--- src/rtl/assert_macros.svh ---
// Assertion helpers shared by the RTL files.
`ifndef ASSERT_MACROS_SVH
`define ASSERT_MACROS_SVH

// Concurrent check sampled on the rising clock edge, muted while reset is active.
`define SWMS_ASSERT(label, clk, rst_n, prop, msg) \
  label: assert property (@(posedge clk) disable iff (!rst_n) (prop)) \
    else $error(msg);

// Same check, but also evaluated while reset is active.
`define SWMS_ASSERT_ALWAYS(label, clk, prop, msg) \
  label: assert property (@(posedge clk) (prop)) else $error(msg);

`endif

--- src/rtl/swms_pkg.sv ---
package swms_pkg;

  localparam int unsigned DATA_W  = 16;
  localparam int unsigned TOTAL_W = 48;
  localparam int unsigned CFG_W   = 7;

  typedef enum logic [0:0] {
    ST_IDLE,
    ST_WORK
  } swms_state_e;

  // Values broadcast to every cell of the sorting row.
  typedef struct packed {
    logic              en;
    logic              full;
    logic [DATA_W-1:0] sample;
    logic [DATA_W-1:0] evict;
  } swms_bcast_t;

  // What a cell tells its neighbours about its move in this update.
  typedef struct packed {
    logic live;
    logic mv_r;
    logic mv_l;
  } swms_move_t;

endpackage

--- src/rtl/swms_cell.sv ---
`include "assert_macros.svh"

module swms_cell #(
  parameter int unsigned AGE_W = 7
) (
  input  logic                           clk_i,
  input  logic                           rst_ni,
  input  swms_pkg::swms_bcast_t          bc_i,
  input  logic [AGE_W-1:0]               km1_i,
  input  logic                           live_i,
  input  swms_pkg::swms_move_t           left_mv_i,
  input  logic [swms_pkg::DATA_W-1:0]    left_val_i,
  input  logic [AGE_W-1:0]               left_age_i,
  input  swms_pkg::swms_move_t           right_mv_i,
  input  logic [swms_pkg::DATA_W-1:0]    right_val_i,
  input  logic [AGE_W-1:0]               right_age_i,
  output swms_pkg::swms_move_t           mv_o,
  output logic [swms_pkg::DATA_W-1:0]    val_o,
  output logic [AGE_W-1:0]               age_o,
  output logic [swms_pkg::DATA_W-1:0]    nval_o
);

  logic [swms_pkg::DATA_W-1:0] val_q, val_d;
  logic [AGE_W-1:0]            age_q, age_d;
  logic                        evicted, alive, plus, minus, stay;

  // The oldest entry of a full window leaves; the others move one place
  // towards the gap it leaves and one place away from the insert point.
  assign evicted = live_i && bc_i.full && (age_q == km1_i);
  assign alive   = live_i && !evicted;
  assign plus    = alive && (val_q > bc_i.sample);
  assign minus   = alive && bc_i.full && (val_q >= bc_i.evict);
  assign stay    = alive && (plus == minus);

  always_comb begin
    mv_o.live = live_i;
    mv_o.mv_r = plus && !minus;
    mv_o.mv_l = minus && !plus;
  end

  always_comb begin
    if (left_mv_i.mv_r) begin
      val_d = left_val_i;
      age_d = AGE_W'(left_age_i + 1'b1);
    end else if (stay) begin
      val_d = val_q;
      age_d = AGE_W'(age_q + 1'b1);
    end else if (right_mv_i.mv_l) begin
      val_d = right_val_i;
      age_d = AGE_W'(right_age_i + 1'b1);
    end else begin
      val_d = bc_i.sample;
      age_d = '0;
    end
  end

  always_ff @(posedge clk_i) begin
    if (bc_i.en) begin
      val_q <= val_d;
      age_q <= age_d;
    end
  end

  assign val_o  = val_q;
  assign age_o  = age_q;
  assign nval_o = val_d;

  `SWMS_ASSERT(a_one_source, clk_i, rst_ni,
               bc_i.en |-> $onehot0({left_mv_i.mv_r, stay, right_mv_i.mv_l}),
               "cell takes data from more than one neighbour")
  `SWMS_ASSERT(a_sorted, clk_i, rst_ni,
               (live_i && right_mv_i.live) |-> (val_q <= right_val_i),
               "occupied cells are out of ascending order")

endmodule

--- config.mk ---
export PLATFORM = sky130hd
export DESIGN_NAME = swms_cell
export DESIGN_NICKNAME = d
export VERILOG_FILES = /design/src/rtl/swms_pkg.sv /design/src/rtl/swms_cell.sv
export VERILOG_INCLUDE_DIRS = /design/src /design/src/rtl
export SDC_FILE = /design/constraint.sdc
export NUM_CORES = 1
export LEC_CHECK = 0
export BUFFER_PORTS_ARGS = -buffer_cell sky130_fd_sc_hd__buf_2
export CAP_MARGIN = 20
export CORE_MARGIN = 10
export CORE_UTILIZATION = 46
export DETAILED_ROUTE_END_ITERATION = 8
export GPL_TIMING_DRIVEN = 0
export PLACE_DENSITY = 0.82
export SYNTH_ARGS = -nofsm -noshare
export SYNTH_HDL_FRONTEND = slang
export SYNTH_SLANG_ARGS = --single-unit
--- constraint.sdc ---
create_clock -name clk_i -period 4.7 [get_ports clk_i]
set_clock_uncertainty 0.05 [all_clocks]
set_input_delay 0.705 -clock clk_i [delete_from_list [all_inputs] [get_ports clk_i]]
set_output_delay 0.705 -clock clk_i [all_outputs]
set_load 0.005 [all_outputs]
==> flow_summary.yaml, run 1 <==
run_status:
  status: "completed"
cts:
  root_buffer: "clkbuf_8"
  cts_made_buffers: 3
  clock_latency_ps: 270
  cts_setup_buffers: 0
  cts_tree: "done"
  cts_resized: 0
  holdBufCountCts: 0
  clkSinkCount: 23
  cts_htree_levels: 1
  cts_buffer_depth: 2
  clkTransAtPathRegs_ps: 90
synthesis:
  synth.top_cells.by_area: "edfxtp_1 (27%), ha_1 (18%), mux2i_1 (6.7%)"
  syn_area_um2: 2540
  synth_cell_types: 45
  synth_fp_nets: 424
  synth_top_area_share_pct: 27.2
  synth-edff-count: 23
  yosysSeqAreaShare_pct: 27.2
  ys_seq_elements: 23
  yosysMostFrequentCell: "nand2_1"
  async_flop_share_pct: 0
  ys.flop_type: "edfxtp_1"
  yosys-top-cells-count: "nand2_1 (42), ha_1 (37), inv_1 (31)"
  synth.yosys.warnings: 0
  post-synth-top-area-cell: "edfxtp_1"
  synth_cells: 291
  syn_area_per_cell_um2: 8.73
route:
  vias: 2601
  drc: 0
  first_pass_iters: 4
  antenna_left: 0
  vias_per_cell: 5.22
  wl_mm: 8.23
  drt_iter0_markers: 94
  wl_per_cell_um: 16.5
worst_setup_path:
  r2r_end: "val_o[4]"
  cp-startpoint: "bc_i[27]"
  start_kind: "input port"
  r2r_setup_slack_ps: 1210
  worst_r2r_path_depth: 12
  crit_path_end: "nval_o[4]"
  endpoint_kind: "output pin"
  required_ps: 3940
  cp_max_fo: 10
  reg2reg_from: "val_o[11]"
  arrival_ps: 3690
  crit_type: "in2out"
sta:
  tightest_slew_ps: 560
  tns_ps: 0
  post-route-period-util_pct: 94.5
  drv_slew: 0
  slew_headroom_pct: 62.7
  rsz0062_at_grt: "false"
  max_freq_mhz: 225
  timing.final.crit_period_ps: 4440
  finalSetupViolCount: 0
  report.final.hold_viol_count: 0
floorplanning:
  rows: 27
  ios: 138
  die_area_um2: 8900
  fp.dieW_um: 94.3
  die_h_um: 94.3
  initial_utilization_pct: 46.7
  core_area_um2: 5440
run:
  cap_violations: 0
final_layout:
  design_area_um2: 3330
  diodes: 0
  drive_gt1_share_pct: 33.6
  area_growth_pct: 31.1
  nNetsFinal: 560
grt:
  grt_usage_pct: 18.0
  grt_pass1_wl_mm: 13.0
  antenna_found_initial: 0
  grt_start_max_net_pins: 24
  overflow: 0
  grt_pass1_vias: 2713
pwr:
  peakVddDrop_mv: 0.124
  power_per_cell_area_nw_per_um2: 204
  p_leak_nw: 1.77
place:
  port_buffers: 131
  dp_hpwl_mm: 7.02
  place_area_um2: 3290
  place.gp.congestion: 0.871
worst_hold_path:
  worstHoldPathType: "in2reg"
## worst max-delay path: stages
cell and delay, ps:
buf_2 80, inv_1 50, ha_1 320, and3_1 200
a221o_1 310, a221o_1 340, nor3_1 310, a211o_1 160
ha_1 230, o211ai_2 90, buf_6 190, buf_8 180
mux2i_1 240, o21ai_1 100, buf_2 160
## cell families after synthesis
| family | synth area share, % |
|---|---|
| muxes | 7.14 |
| adders and majority gates | 18.2 |
| AOI/OAI and AO/OA | 17.0 |
| xor gates and xnor gates | 7.58 |
| and+or+nand+nor | 15.4 |
| DFF | 27.2 |
| buffers and inverters | 7.43 |
## worst min-delay path by stage
stage	start	endpoint	slack [ps]	cells past startpoint
final	left_val_i[12]	val_o[12]	700	3
after global routing	left_val_i[5]	val_o[5]	700	3
after CTS	left_val_i[5]	val_o[5]	700	3
after detailed placement	val_o[8]	val_o[8]	690	2
after global placement	val_o[7]	val_o[7]	670	2
after floorplan	val_o[10]	val_o[10]	700	2
## cell usage in the layout (no fill, tap or decap), types with 2 or more instances in the layout
cell type | synthesis | final
xnor2_1 | 14 | 14
edfxtp_1 | 23 | 23
xor2_1 | 8 | 8
mux2i_1 | 17 | 17
nand2b_1 | 2 | 2
ha_1 | 37 | 37
and3_1 | 5 | 5
clkbuf_1 | 8 | 9
inv_1 | 31 | 31
nor2_1 | 7 | 7
a21oi_1 | 4 | 4
buf_2 | 1 | 132
o21a_1 | 2 | 2
nand4_1 | 6 | 6
a21o_2 | 2 | 2
a221o_1 | 2 | 2
o21ai_0 | 23 | 23
a211oi_1 | 2 | 2
clkbuf_8 | 0 | 3
o311ai_0 | 4 | 4
a21o_1 | 7 | 7
nand4b_1 | 4 | 4
nand3_1 | 8 | 8
nand2_1 | 42 | 42
o21ai_1 | 10 | 10
o31a_1 | 2 | 2
## through the flow
step	hold WS, ps	setup WS, ps	cells	total power, mW	util, %
6_report	702	260	498	0.679	61.3
5_1_grt	696	105	498	0.733	61.3
4_1_cts	698	261	498	0.683	61.3
3_5_place_dp	688	271	494	0.558	60.4
3_3_place_gp	672	323	494	0.547	60.4
2_1_floorplan	702	918	291	0.433	-
## power by group
| group | switching (mW) | internal [mW] |
|---|---|---|
| logic | 0.141 | 0.139 |
| registers | 0.0226 | 0.251 |
| clock network | 0.0651 | 0.0605 |
## final cells by class
cell class                 count  area [µm²]
multi-input combinational    224        1660
fill                         506        2110
timing repair buffer         131         656
buffer                        13        72.6
clock buffer                   4        45.0
tap                           72        90.1
inverter                      31         116
sequential                    23         691
## metal layers
metal  global-route usage [%]  wire [µm]  share of wire, %  vias up
li1                         -          -                 -     1315
met1                     20.8       3500                43     1185
met2                     32.6       4070                49       93
met3                     3.76        524               6.4        8
met4                     4.68        133               1.6        0
met5                        0          0                 0        -
## state kept, by name, summed over array words and instances, names as in the netlist
signal,cells
val_o,16
age_o,7
Power figures use the tool's default switching activity.
==> run 2, diff against run 1 <==
--- a/config.mk
+++ b/config.mk
@@ -12,7 +12,7 @@
 export CORE_UTILIZATION = 46
 export DETAILED_ROUTE_END_ITERATION = 8
 export GPL_TIMING_DRIVEN = 0
-export PLACE_DENSITY = 0.82
+export PLACE_DENSITY = 0.94
 export SYNTH_ARGS = -nofsm -noshare
 export SYNTH_HDL_FRONTEND = slang
 export SYNTH_SLANG_ARGS = --single-unit
==> flow_summary.yaml, run 2 (synthesized netlist as in run 1, its figures left out) <==
run_status:
  status: "completed"
grt:
  grt_pass1_vias: 2688
  antenna_found_initial: 0
  grt_pass1_wl_mm: 13.1
  overflow: 0
  grt_usage_pct: 18.2
  grt_start_max_net_pins: 24
worst_setup_path:
  slowest_stage: "a221o_1"
  worstPathCellList: "buf_2, inv_1, ha_1, and3_1, a221o_1, a221o_1, nor3_1, a211o_1, ha_1, o211ai_2, buf_6, buf_8, mux2i_1, o21ai_1, buf_2"
  endpoint_kind: "output pin"
  arrival_ps: 3570
  cp_max_fo: 10
  required_ps: 3940
  crit_type: "in2out"
  start_kind: "input port"
  cp_slowest_stage_delay_ps: 330
sta:
  max_freq_mhz: 231
  timing.final.crit_period_ps: 4330
  rsz0062_at_grt: "false"
  finalSetupViolCount: 0
  slew_headroom_pct: 61.5
  report.final.hold_viol_count: 0
  post-route-period-util_pct: 92.1
  drv_slew: 0
  tns_ps: 0
  tightest_slew_ps: 578
route:
  drt_iter0_markers: 117
  vias: 2627
  wl_mm: 8.42
  first_pass_iters: 4
  antenna_left: 0
  drc: 0
  wl_per_cell_um: 16.9
  vias_per_cell: 5.28
floorplanning:
  fp.dieW_um: 94.3
  ios: 138
  rows: 27
  die_area_um2: 8900
  die_h_um: 94.3
  initial_utilization_pct: 46.7
  core_area_um2: 5440
cts:
  root_buffer: "clkbuf_8"
  clock_latency_ps: 270
  cts_resized: 0
  holdBufCountCts: 0
  cts_htree_levels: 1
  cts_setup_buffers: 0
  cts_made_buffers: 3
  clkTransAtPathRegs_ps: 90
  clkSinkCount: 23
  cts_tree: "done"
  cts_buffer_depth: 2
place:
  dp_hpwl_mm: 7.08
  place.gp.congestion: 0.826
  port_buffers: 131
pwr:
  power_per_cell_area_nw_per_um2: 205
  p_leak_nw: 1.77
  fin_total_pwr_uw: 683
  peakVddDrop_mv: 0.130
final_layout:
  mostFrequentLayoutCell: "buf_2"
  diodes: 0
  final_cell_mix: "buf_2 (132), nand2_1 (42), ha_1 (37)"
  utilization_pct: 61.3
  largest_reg_flops: 16
  area_growth_pct: 31.2
  fillers: 472
  nNetsFinal: 560
  drive_gt1_share_pct: 33.8
run:
  cap_violations: 0
worst_hold_path:
  worstHoldPathType: "in2reg"
## run 2: changes by cell type in the layout (fill, tap and decap cells not counted), sizes merged
| cell | delta |
|---|---|
| clkbuf | -1 |
| clkinv | +1 |
## run 2: final timing paths
check                      from         to  slack, ps  cells past startpoint
hold reg to reg       val_o[12]  val_o[12]        710                      2
hold / removal    left_val_i[1]   val_o[1]        690                      3
setup reg to reg      val_o[11]   val_o[6]       1320                     12
setup / recovery       bc_i[27]  nval_o[6]        370                     15
## run 2: report_power, final
group / total, mW / leakage [nW] / internal [mW] / switching (mW)
sequential: 0.274 / 0.229 / 0.251 / 0.0235
clock: 0.130 / 0.0255 / 0.0594 / 0.0705
combinational: 0.278 / 1.52 / 0.139 / 0.140
total: 0.683 / 1.77 / 0.449 / 0.234
## run 2: worst max-delay path, delay by kind of cell
kind | cells | cell delay, ps
mux | 1 | 220
buf+inv | 5 | 650
compound gates | 5 | 990
fa+ha+maj | 2 | 530
simple gates | 2 | 460
## run 2: metal layers
layer	share of wire, %	track usage [%]	vias to the layer above
li1	-	-	1323
met1	41	21.9	1201
met2	52	33.0	92
met3	5.8	2.56	11
met4	1.5	4.81	0
met5	0	0	-
## run 2: through the flow
stage                     cell area (µm²)  instances  hold slack [ps]  setup slack (ps)
after global placement               3290        494              674               381
after CTS                            3330        498              687               362
after global routing                 3330        498              694               191
after detailed placement             3290        494              687               362
after floorplan                      2540        291              702               918
final                                3330        498              693               371
## run 2: final cells by class
type	count	area (µm²)	share of cell area, %
sequential	23	691	20.7
buffer	13	72.6	2.18
tap	72	90.1	2.70
clock inverter	1	5.00	0.150
inverter	31	116	3.49
timing repair buffer	131	656	19.7
clock buffer	3	41.3	1.24
multi-input combinational	224	1660	49.8
