===== src/rtl/assert_macros.svh =====
// Assertion helpers shared by the RTL files.
`ifndef ASSERT_MACROS_SVH
`define ASSERT_MACROS_SVH

// Concurrent check sampled on the rising clock edge, muted while reset is active.
`define SWMS_ASSERT(label, clk, rst_n, prop, msg) \
  label: assert property (@(posedge clk) disable iff (!rst_n) (prop)) \
    else $error(msg);

// Same check, but also evaluated while reset is active.
`define SWMS_ASSERT_ALWAYS(label, clk, prop, msg) \
  label: assert property (@(posedge clk) (prop)) else $error(msg);

`endif


===== src/rtl/swms_ram.sv =====
module swms_ram #(
  parameter int unsigned WIDTH = 16,
  parameter int unsigned DEPTH = 64,
  localparam int unsigned ADDR_W = (DEPTH > 1) ? $clog2(DEPTH) : 1
) (
  input  logic                 clk_i,
  input  logic                 we_i,
  input  logic [ADDR_W-1:0]    waddr_i,
  input  logic [WIDTH-1:0]     wdata_i,
  input  logic                 re_i,
  input  logic [ADDR_W-1:0]    raddr_i,
  output logic [WIDTH-1:0]     rdata_o
);

  logic [WIDTH-1:0] mem_q [DEPTH];
  logic [WIDTH-1:0] rdata_q;

  always_ff @(posedge clk_i) begin
    if (we_i) begin
      mem_q[waddr_i] <= wdata_i;
    end
    if (re_i) begin
      rdata_q <= mem_q[raddr_i];
    end
  end

  assign rdata_o = rdata_q;

endmodule


===== config.mk =====
export PLATFORM = sky130hd
export DESIGN_NAME = swms_ram
export DESIGN_NICKNAME = d
export VERILOG_FILES = /design/src/rtl/assert_macros.svh /design/src/rtl/swms_ram.sv
export SDC_FILE = /design/constraint.sdc
export NUM_CORES = 1
export LEC_CHECK = 0
export CAP_MARGIN = 20
export CORE_ASPECT_RATIO = 2
export CORE_MARGIN = 2
export CORE_UTILIZATION = 25
export DETAILED_ROUTE_END_ITERATION = 8
export DONT_BUFFER_PORTS = 1
export PLACE_DENSITY_LB_ADDON = 0.2
export RECOVER_POWER = 50
export SETUP_SLACK_MARGIN = 0.15
export SYNTH_ARGS = -nofsm -noshare
export SYNTH_HDL_FRONTEND = slang
export SYNTH_SLANG_ARGS = --single-unit

===== constraint.sdc =====
create_clock -name clk_i -period 2.5 [get_ports clk_i]
set_input_delay 0.5 -clock clk_i [delete_from_list [all_inputs] [get_ports clk_i]]
set_output_delay 0.5 -clock clk_i [all_outputs]
set_load 0.01 [all_outputs]

==> summary.txt, run 1 <==
Status
  • Status: complete, but fails checks
  • Failing checks: max-capacitance violations, max-slew violations, negative setup slack

Worst setup path
  • Crit-path max FO: 260
  • R2r setup slk: 320 ps
  • Reg-to-Reg End: rdata_o[0]
  • Critical path endpoint category: flip-flop
  • Setup crit start kind: input port
  • Worst R2R Start: mem_q[31][0]
  • R2r worst-path depth: 7
  • WP data required: 2900 ps
  • CP Class: in2reg
  • Arr. time, crit path: 3020 ps

Power and ir drop
  • Total power: 0.0349 W
  • VDD IR max: 0.000502 V
  • Pwr per Cell Area: 748 nW/um^2
  • Leakage: 14.3 nW

Timing
  • Slew Viols, Final: 962
  • Slew HR: -73.3%
  • Max Freq: 0.382 GHz
  • Fin worst setup slack: -119 ps
  • Setup violators final: 5
  • Worst-margin pin slew: 2600 ps
  • RSZ-0062 raised after global routing: true
  • Worst clock skew: 24.0 ps
  • Final hold vios: 0
  • Crit path time final: 2620 ps
  • Final Cycle Share: 105%

Floorplanning
  • Core Region: 160,000 sq um
  • DIE HEIGHT: 571 um
  • I/O pins: 47
  • Die area: 164,000 sq um
  • Die width: 288 um
  • # rows: 208
  • Starting Density: 25.1%

Place
  • Detail Placement HPWL: 72,000 um
  • Port bufs: 0
  • Placed cell area: 43,800 sq um
  • GP Congestion: 0.757

Clock tree
  • Setup bufs post-CTS: 0
  • Clock transition at path regs: 70 ps
  • CTS sink cnt: 1,040
  • Clk root buf: clkbuf_16
  • Cts bufs inserted: 86
  • CTS max path bufs: 3
  • Clock Latency Late Sink: 670 ps
  • H-tree depth: 3
  • CTS tree: done

Layout
  • Nets@finish: 2,036
  • Most frequent cells in the layout: edfxtp_1, mux4_2, buf_4
  • Layout area overhead: 16.0%
  • Most common cell after layout, fill and taps aside: edfxtp_1
  • Fin util: 29.1%
  • Design area: 46,700 sq um
  • Share of layout cells above drive strength 1: 27.3%

Synth
  • Synth top area share: 77.7%
  • Sequential fraction of the synthesis area: 77.7%
  • Synth Cell Area: 40,200 sq um
  • Yosys reg bits: 1,040
  • Syn Nets: 1,860
  • Library cells used by synthesis: 42
  • Synth area leaders: edfxtp_1, mux4_2, mux2i_1
  • Yosys warnings: 0
  • Synth area leader: edfxtp_1
  • Syn Area/Cell: 22.0 sq um
  • Mapped Cells: 1,829

Routing
  • Detailed-route DRC error count: 0
  • Post-detailed-route count of antenna-violating nets: 0
  • Avg WL per Cell: 28.4 um
  • Drt total wl: 119,000 um
  • Vias: 18,900
  • Via-per-instance ratio: 4.53
  • Initial DRC Count: 1,349
  • TritonRoute pass-1 iters: 5

Global routing
  • Initial antenna violation count: 2
  • First-pass GRT wire length: 165,000 um
  • Vias in the first global route: 20,400
  • Gr ovfl total: 0
  • Total GRT Usage: 14.5%
  • Largest net degree at the start of global routing: 261

Min path
  • HP Class: in2reg
  • Hold Path Depth: 2
  • Worst Hold Launch: waddr_i[1]
  • Hold EP: mem_q[51][9]

Job
  • Max Cap Viol: 17
Yosys cell counts:
cell	n
a311oi_1	8
buf_2	36
nor3_1	2
o21ai_1	3
buf_1	3
nor4_2	3
buf_6	17
nor2b_1	30
a31oi_1	8
a22oi_1	39
mux4_2	220
or3_1	1
and2_1	2
buf_4	13
clkbuf_2	2
mux2_2	27
a41oi_1	5
nor2_1	72
mux2i_1	85
buf_8	3
a211oi_1	8
and4_1	5
edfxtp_1	1040
clkbuf_1	24
nand4b_1	1
a21oi_1	17
a221o_1	6
nand3b_1	2
nand2b_1	3
a22o_1	6
nand4_1	12
o21ai_0	5
nand3_1	24
a221oi_1	16
a211o_1	8
or3b_2	1
mux4_1	4
clkbuf_4	1
nand2_4	1
nand2_1	59
buf_12	5
nor2_2	2
power by group:
part	internal, W	leakage (nW)	switching (W)
clock network	0.00756	1.38	0.00627
logic	0.000680	3.59	0.000916
registers	0.0194	9.37	0.0000914
worst max-delay path, stage by stage:
cell     delay, ps
mux4_2         940
mux2_4         280
nand2_2         80
nand4_1        220
buf_4          200
and4_1         150
timing repair:
action                                  4_1_cts  5_1_grt
hold buffers                                 21        0
gates cloned                                  0        0
hold endpoints to repair                    950        0
resized for setup                             2        4
pin swaps                                     0        1
endpoints found under the setup margin        2        4
worst max-delay path by stage:
| stage | startpoint | to | slack, ps | depth (start not counted) |
|---|---|---|---|---|
| detailed placement | raddr_i[0] | rdata_o[11] | -320 | 5 |
| finish | raddr_i[0] | rdata_o[5] | -120 | 6 |
| global route | wdata_i[6] | mem_q[49][6] | 70 | 1 |
| CTS | mem_q[60][11] | rdata_o[11] | 150 | 5 |
| global placement | raddr_i[0] | rdata_o[11] | -320 | 5 |
| floorplan | waddr_i[5] | mem_q[39][0] | 40 | 4 |
per-layer routing:
metal	up-vias	track usage (%)	wire, um
met2	322	28.5	68500
met4	0	5.48	4220
met3	135	2.01	4030
met5	-	0	0
li1	8018	-	-
met1	10400	15.1	41900
layout make-up:
| type | count | area (sq um) |
|---|---|---|
| repair buffers | 192 | 1720 |
| flip-flops and latches | 1040 | 31200 |
| multi-input cells | 685 | 8280 |
| diodes | 1 | 2.50 |
| well taps | 2100 | 2630 |
| clock inverters | 52 | 505 |
| clock buffers | 105 | 2290 |
| fillers | 15600 | 113000 |
per-stage QoR:
| step | TNS (ps) | worst slack [ps] | hold WS (ps) | cells |
|---|---|---|---|---|
| 5_1_grt | 0 | 73.5 | 204 | 4175 |
| 4_1_cts | 0 | 154 | 107 | 4174 |
| 6_report | -467 | -119 | 218 | 4175 |
| 2_1_floorplan | 0 | 42.2 | 599 | 1829 |
| 3_5_place_dp | -1400 | -321 | 606 | 3996 |
| 3_3_place_gp | -1910 | -319 | 608 | 3994 |
state kept, by name (all words and copies together) (netlist names):
name,count
mem_q,1024
rdata_o,16
kinds of logic after synthesis:
family | share of synthesized area [%]
flip-flops | 77.7
multiplexers | 15.5
AND/OR/NAND/NOR | 2.64
AO/OA/AOI/OAI | 2.40
buffers and inverters | 1.82
(Power assumes the default switching activity.)
==> inputs of run 2 (changes only) <==
Settings changed: CELL_PAD_IN_SITES_DETAIL_PLACEMENT set to 1, CELL_PAD_IN_SITES_GLOBAL_PLACEMENT set to 2, TNS_END_PERCENT set to 10.
==> summary.txt, run 2 (synthesized netlist as in run 1, its figures left out) <==
Worst setup path
  • Worst R2R Start: mem_q[8][13]
  • Reg-to-Reg End: rdata_o[13]
  • WP data required: 2940 ps (+40 ps)
  • Arr. time, crit path: 3010 ps (about the same)
  • R2r worst-path depth: 5 (-2)
  • R2r setup slk: 270 ps (-50 ps)
  • Critical path endpoint category: flip-flop
  • CP Capture Point: rdata_o[9]
  • Crit path from: raddr_i[0]
  • Crit-path max FO: 260 (unchanged)
  • CP Class: in2reg
  • Setup crit start kind: input port

Global routing
  • Gr ovfl total: 0 (unchanged)
  • Largest net degree at the start of global routing: 261 (unchanged)
  • First-pass GRT wire length: 171,000 um (+3.9%)
  • Initial antenna violation count: 7 (+5)
  • Total GRT Usage: 15.0% (+0.55 points)
  • Vias in the first global route: 20,800 (+2.1%)

Clock tree
  • H-tree depth: 3 (unchanged)
  • CTS tree: done
  • Clock Latency Late Sink: 700 ps (+30 ps)
  • Clk root buf: clkbuf_16
  • Clock transition at path regs: 70 ps (about the same)
  • CTS sink cnt: 1,040 (unchanged)
  • CTS max path bufs: 3 (unchanged)
  • Cts bufs inserted: 92 (+7.0%)

Floorplanning
  • # rows: 208 (unchanged)
  • Starting Density: 25.1% (unchanged)
  • I/O pins: 47 (unchanged)
  • Die area: 164,000 sq um (unchanged)
  • Die width: 288 um (unchanged)
  • DIE HEIGHT: 571 um (unchanged)
  • Core Region: 160,000 sq um (unchanged)

Min path
  • HP Class: in2reg

Power and ir drop
  • Leakage: 14.3 nW (-0.13%)
  • VDD IR max: 0.000491 V (-2.0%)
  • Pwr per Cell Area: 754 nW/um^2 (+0.89%)
  • Total power: 0.0352 W (+1.0%)

Routing
  • Avg WL per Cell: 29.3 um (+3.1%)
  • TritonRoute pass-1 iters: 5 (unchanged)
  • Drt total wl: 122,000 um (+3.0%)
  • Detailed-route DRC error count: 0 (unchanged)
  • Initial DRC Count: 1,345 (-0.30%)
  • Via-per-instance ratio: 4.50 (-0.53%)
  • Post-detailed-route count of antenna-violating nets: 0 (unchanged)
  • Vias: 18,800 (-0.63%)

Timing
  • Max Freq: 0.389 GHz (+1.9%)
  • RSZ-0062 raised after global routing: true
  • Final Cycle Share: 103% (-2.0 points)
  • Crit path time final: 2570 ps (-49.1 ps)
  • Setup violators final: 6 (+1)
  • Final hold vios: 0 (unchanged)
  • Worst-margin pin slew: 1900 ps (-695 ps)
  • Fin worst setup slack: -70.1 ps (+49.1 ps)
  • Worst clock skew: 41.9 ps (+17.9 ps)
  • Slew HR: -27.0% (+46 points)
  • Final hold slack: 201 ps (-16.5 ps)
  • Slew Viols, Final: 933 (-3.0%)

Layout
  • Most common cell after layout, fill and taps aside: edfxtp_1
  • FILL cells: 16,100 (+2.8%)
  • Reg area: 31,200 sq um (unchanged)
  • Multi-input logic area: 8320 sq um (+0.53%)
  • Max reg flops: 1,024 (unchanged)
  • Layout area overhead: 16.2%
  • Share of layout cells above drive strength 1: 27.6% (+0.28 points)
  • Design area: 46,700 sq um (+0.12%)
  • Nets@finish: 2,032 (-0.20%)
  • Most flops, register: mem_q
  • Most frequent cells in the layout: edfxtp_1, mux4_2, buf_4
  • Finished Layout Cells: 4,171 (-0.096%)

Place
  • Port bufs: 0 (unchanged)
  • Placed cell area: 43,700 sq um (-0.21%)
  • Place WS: -240 ps (+80.6 ps)
  • Placed cell count: 3,986 (-0.25%)
  • GP Congestion: 0.745 (-1.5%)
  • Detail Placement HPWL: 73,400 um (+1.9%)

Job
  • Max Cap Viol: 15 (-2)

Status
  • Status: complete, but fails checks
  • Failing checks: max-capacitance violations, max-slew violations, negative setup slack
run 2: worst max-delay path: stages:
cell      delay (ps)
mux4_2           970
mux2i_1          170
buf_4            210
nand3_4           90
a31oi_4          210
buf_6            120
a311oi_1          40
run 2: how the worst min path moves through the flow:
stage          startpoint           end  slack, ps  cells past startpoint
2_1_floorplan  wdata_i[0]   mem_q[0][0]        600                      0
3_3_place_gp   wdata_i[4]  mem_q[46][4]        610                      0
3_5_place_dp   wdata_i[4]  mem_q[46][4]        600                      0
4_1_cts        wdata_i[1]  mem_q[36][1]         70                      1
5_1_grt        raddr_i[5]   rdata_o[11]        170                      2
6_report       raddr_i[4]    rdata_o[8]        200                      2
run 2: metrics by stage:
step	TNS [ps]	utilization, %
5_1_grt	0	29.2
6_report	-275	29.2
4_1_cts	0	29.4
3_3_place_gp	-1170	27.3
2_1_floorplan	-449	-
3_5_place_dp	-1790	27.3
run 2: cell type report:
| type | count | share of cell area [%] |
|---|---|---|
| clock buffer | 111 | 5.22 |
| clock inverter | 46 | 0.946 |
| sequential | 1040 | 66.9 |
| tap | 2100 | 5.63 |
| multi-input combinational | 685 | 17.8 |
| timing repair buffer | 182 | 3.49 |
| antenna | 7 | 0.0375 |
run 2: power breakdown:
group          internal, W  switching, W
logic             0.000676      0.000925
clock network      0.00775       0.00644
registers           0.0194     0.0000800
total               0.0278       0.00745
run 2: timing repair:
action | in CTS | in global routing
endpoints found under the setup margin | 0 | 8
hold buffers | 21 | 0
setup buffers | 0 | 0
gates resized for setup | 0 | 8
hold endpoints to repair | 973 | 0
run 2: routing by layer:
metal	vias to the layer above	routed length [um]	GRT usage, %
met5	-	0	0
met2	291	69600	29.1
met4	0	3070	4.71
li1	8014	-	-
met3	127	4020	2.27
met1	10400	45500	16.5
==> inputs of run 3 (changes only) <==
==> constraint.sdc (replaced) <==
create_clock -name clk_i -period 2.5 [get_ports clk_i]
set_input_delay 0 -clock clk_i [delete_from_list [all_inputs] [get_ports clk_i]]
set_output_delay 0 -clock clk_i [all_outputs]
set_load 0.01 [all_outputs]
==> summary.txt, run 3 (synthesized netlist as in run 1, its figures left out) <==
Status
  • Status: complete, but fails checks
  • Failing checks: negative hold slack, max-capacitance violations, max-slew violations, negative setup slack

Layout
  • Most common cell after layout, fill and taps aside: edfxtp_1
  • Max reg flops: 1,024 (unchanged)
  • Fin util: 29.2% (about the same)
  • Reg area: 31,200 sq um (unchanged)
  • Layout area overhead: 16.1% (about the same)
  • Most frequent cells in the layout: edfxtp_1, mux4_2, buf_4
  • Design area: 46,700 sq um (about the same)
  • Most flops, register: mem_q
  • Share of layout cells above drive strength 1: 25.9% (-1.7 points)
  • Multi-input logic area: 8270 sq um (-0.57%)
  • FILL cells: 16,000 (-0.14%)
  • Nets@finish: 2,032 (unchanged)

Timing
  • Worst-margin pin slew: 2040 ps (+138 ps)
  • Final hold vios: 2 (+2)
  • Worst clock skew: 14.2 ps (-27.7 ps)
  • RSZ-0062 raised after global routing: true
  • Final Cycle Share: 114% (+12 points)
  • Setup violators final: 9 (+3)
  • Max Freq: 0.350 GHz (-10%)
  • Final hold slack: -9.01 ps (-210 ps)
  • Crit path time final: 2860 ps (+288 ps)
  • Setup TNS: -590 ps (-315 ps)
  • Slew Viols, Final: 1,132 (+21%)
  • Slew HR: -36.2% (-9.2 points)
  • Fin worst setup slack: -358 ps (-288 ps)

Floorplanning
  • I/O pins: 47 (unchanged)
  • # rows: 208 (unchanged)
  • DIE HEIGHT: 571 um (unchanged)
  • Starting Density: 25.1% (unchanged)
  • Die width: 288 um (unchanged)
  • Die area: 164,000 sq um (unchanged)
  • Core Region: 160,000 sq um (unchanged)

Clock tree
  • Setup bufs post-CTS: 0 (unchanged)
  • Clock transition at path regs: 70 ps (about the same)
  • H-tree depth: 3 (unchanged)
  • CTS max path bufs: 3 (unchanged)
  • Cts bufs inserted: 92 (unchanged)
  • Clock Latency Late Sink: 680 ps (-20 ps)
  • CTS sink cnt: 1,040 (unchanged)
  • Clk root buf: clkbuf_16
  • CTS tree: done

Routing
  • Via-per-instance ratio: 4.53 (+0.50%)
  • Drt total wl: 123,000 um (+0.34%)
  • Detailed-route DRC error count: 0 (unchanged)
  • Initial DRC Count: 1,266 (-5.9%)
  • TritonRoute pass-1 iters: 4 (-1)
  • Avg WL per Cell: 29.4 um (+0.27%)
  • Vias: 18,900 (+0.57%)
  • Post-detailed-route count of antenna-violating nets: 0 (unchanged)

Worst setup path
  • Worst path max stage delay: 1140 ps (+170 ps)
  • WP data required: 2910 ps (-30 ps)
  • Sum of buffers and inverters on the critical path: 2 (unchanged)
  • Delay-heaviest family, CP: multiplexers
  • Arr. time, crit path: 3270 ps (+260 ps)
  • CP max stage cell: mux4_2
  • Crit-path max FO: 260 (unchanged)
  • Crit-path cells: mux4_2, mux2i_1, nand3_1, dlygate4sd3_1, a31oi_1, buf_4, a311oi_1
  • CP Class: in2reg
  • Critical path endpoint category: flip-flop
  • Setup crit start kind: input port

Power and ir drop
  • Pwr per Cell Area: 770 nW/um^2 (+2.1%)
  • Internal power: 0.0285 W (+2.7%)
  • Switching power: 0.00742 W (-0.33%)
  • Seq pwr share: 54.1% (-1.1 points)
  • VDD IR max: 0.000437 V (-11%)
  • Clock power share: 41.4% (+1.1 points)
  • Leakage: 14.4 nW (+0.25%)
  • Net Sw Frac: 20.7% (-0.49 points)
  • Logic pwr share: 4.5% (about the same)

Place
  • Place WS: -83.0 ps (+157 ps)
  • Detail Placement HPWL: 73,200 um (-0.25%)
  • Placed cell area: 43,200 sq um (-1.1%)
  • GP Congestion: 0.734 (-1.5%)
  • Port bufs: 0 (unchanged)

Job
  • Max Cap Viol: 15 (unchanged)

Global routing
  • Gr ovfl total: 0 (unchanged)
  • Total GRT Usage: 15.0% (-0.059 points)
  • Largest net degree at the start of global routing: 261 (unchanged)
  • First-pass GRT wire length: 171,000 um (-0.21%)
  • Initial antenna violation count: 11 (+4)
  • Vias in the first global route: 21,000 (+1.1%)

Min path
  • HP Class: in2reg
run 3: tightest hold or removal path: cells and delay by family:
| kind | cells | cell delay, ps |
|---|---|---|
| and+or+nand+nor | 1 | 80 |
| AOI/OAI and AO/OA | 2 | 400 |
run 3: metrics by stage:
stage                     hold slack (ps)  std cells  total power, W
after CTS                            -194       4167          0.0365
after floorplan                      98.9       1829          0.0207
after global placement                112       3956          0.0210
final                               -9.01       4174          0.0359
after detailed placement              115       3957          0.0210
after global routing                -1.27       4172          0.0370
run 3: power groups by stage:
stage	sequential (W)	combinational, W	clock [W]
3_5_place_dp	0.0198	0.00124	0
3_3_place_gp	0.0198	0.00123	0
5_1_grt	0.0194	0.00171	0.0158
6_report	0.0194	0.00162	0.0149
4_1_cts	0.0194	0.00173	0.0153
2_1_floorplan	0.0197	0.00100	0
run 3: area by class of cell:
class	count	area share, %
Timing Repair Buffer	182	3.13
Tap cell	2100	5.63
Clock buffer	109	5.30
Clock inverter	53	1.28
Antenna cell	5	0.0268
Sequential cell	1040	66.9
Multi-Input combinational cell	685	17.7
run 3: repair_timing:
action | in CTS | in global routing
setup endpoints to repair | 3 | 4
hold endpoints to repair | 1295 | 7
gates resized for setup | 1 | 1
hold buffers | 48 | 2
run 3: final timing paths:
path / from / endpoint / slack [ps] / cells after the start
max: raddr_i[0] / rdata_o[9] / -360 / 7
min: raddr_i[4] / rdata_o[3] / -9 / 3
max reg2reg: mem_q[7][4] / rdata_o[4] / 160 / 5
min reg2reg: mem_q[39][5] / rdata_o[5] / 980 / 4
run 3: metal layers:
metal / vias up / track usage, % / routed length [um]
met5: - / 0 / 27
met4: 4 / 4.38 / 2880
met1: 10500 / 16.1 / 45500
li1: 7999 / - / -
met2: 268 / 29.8 / 70900
met3: 109 / 1.82 / 3310
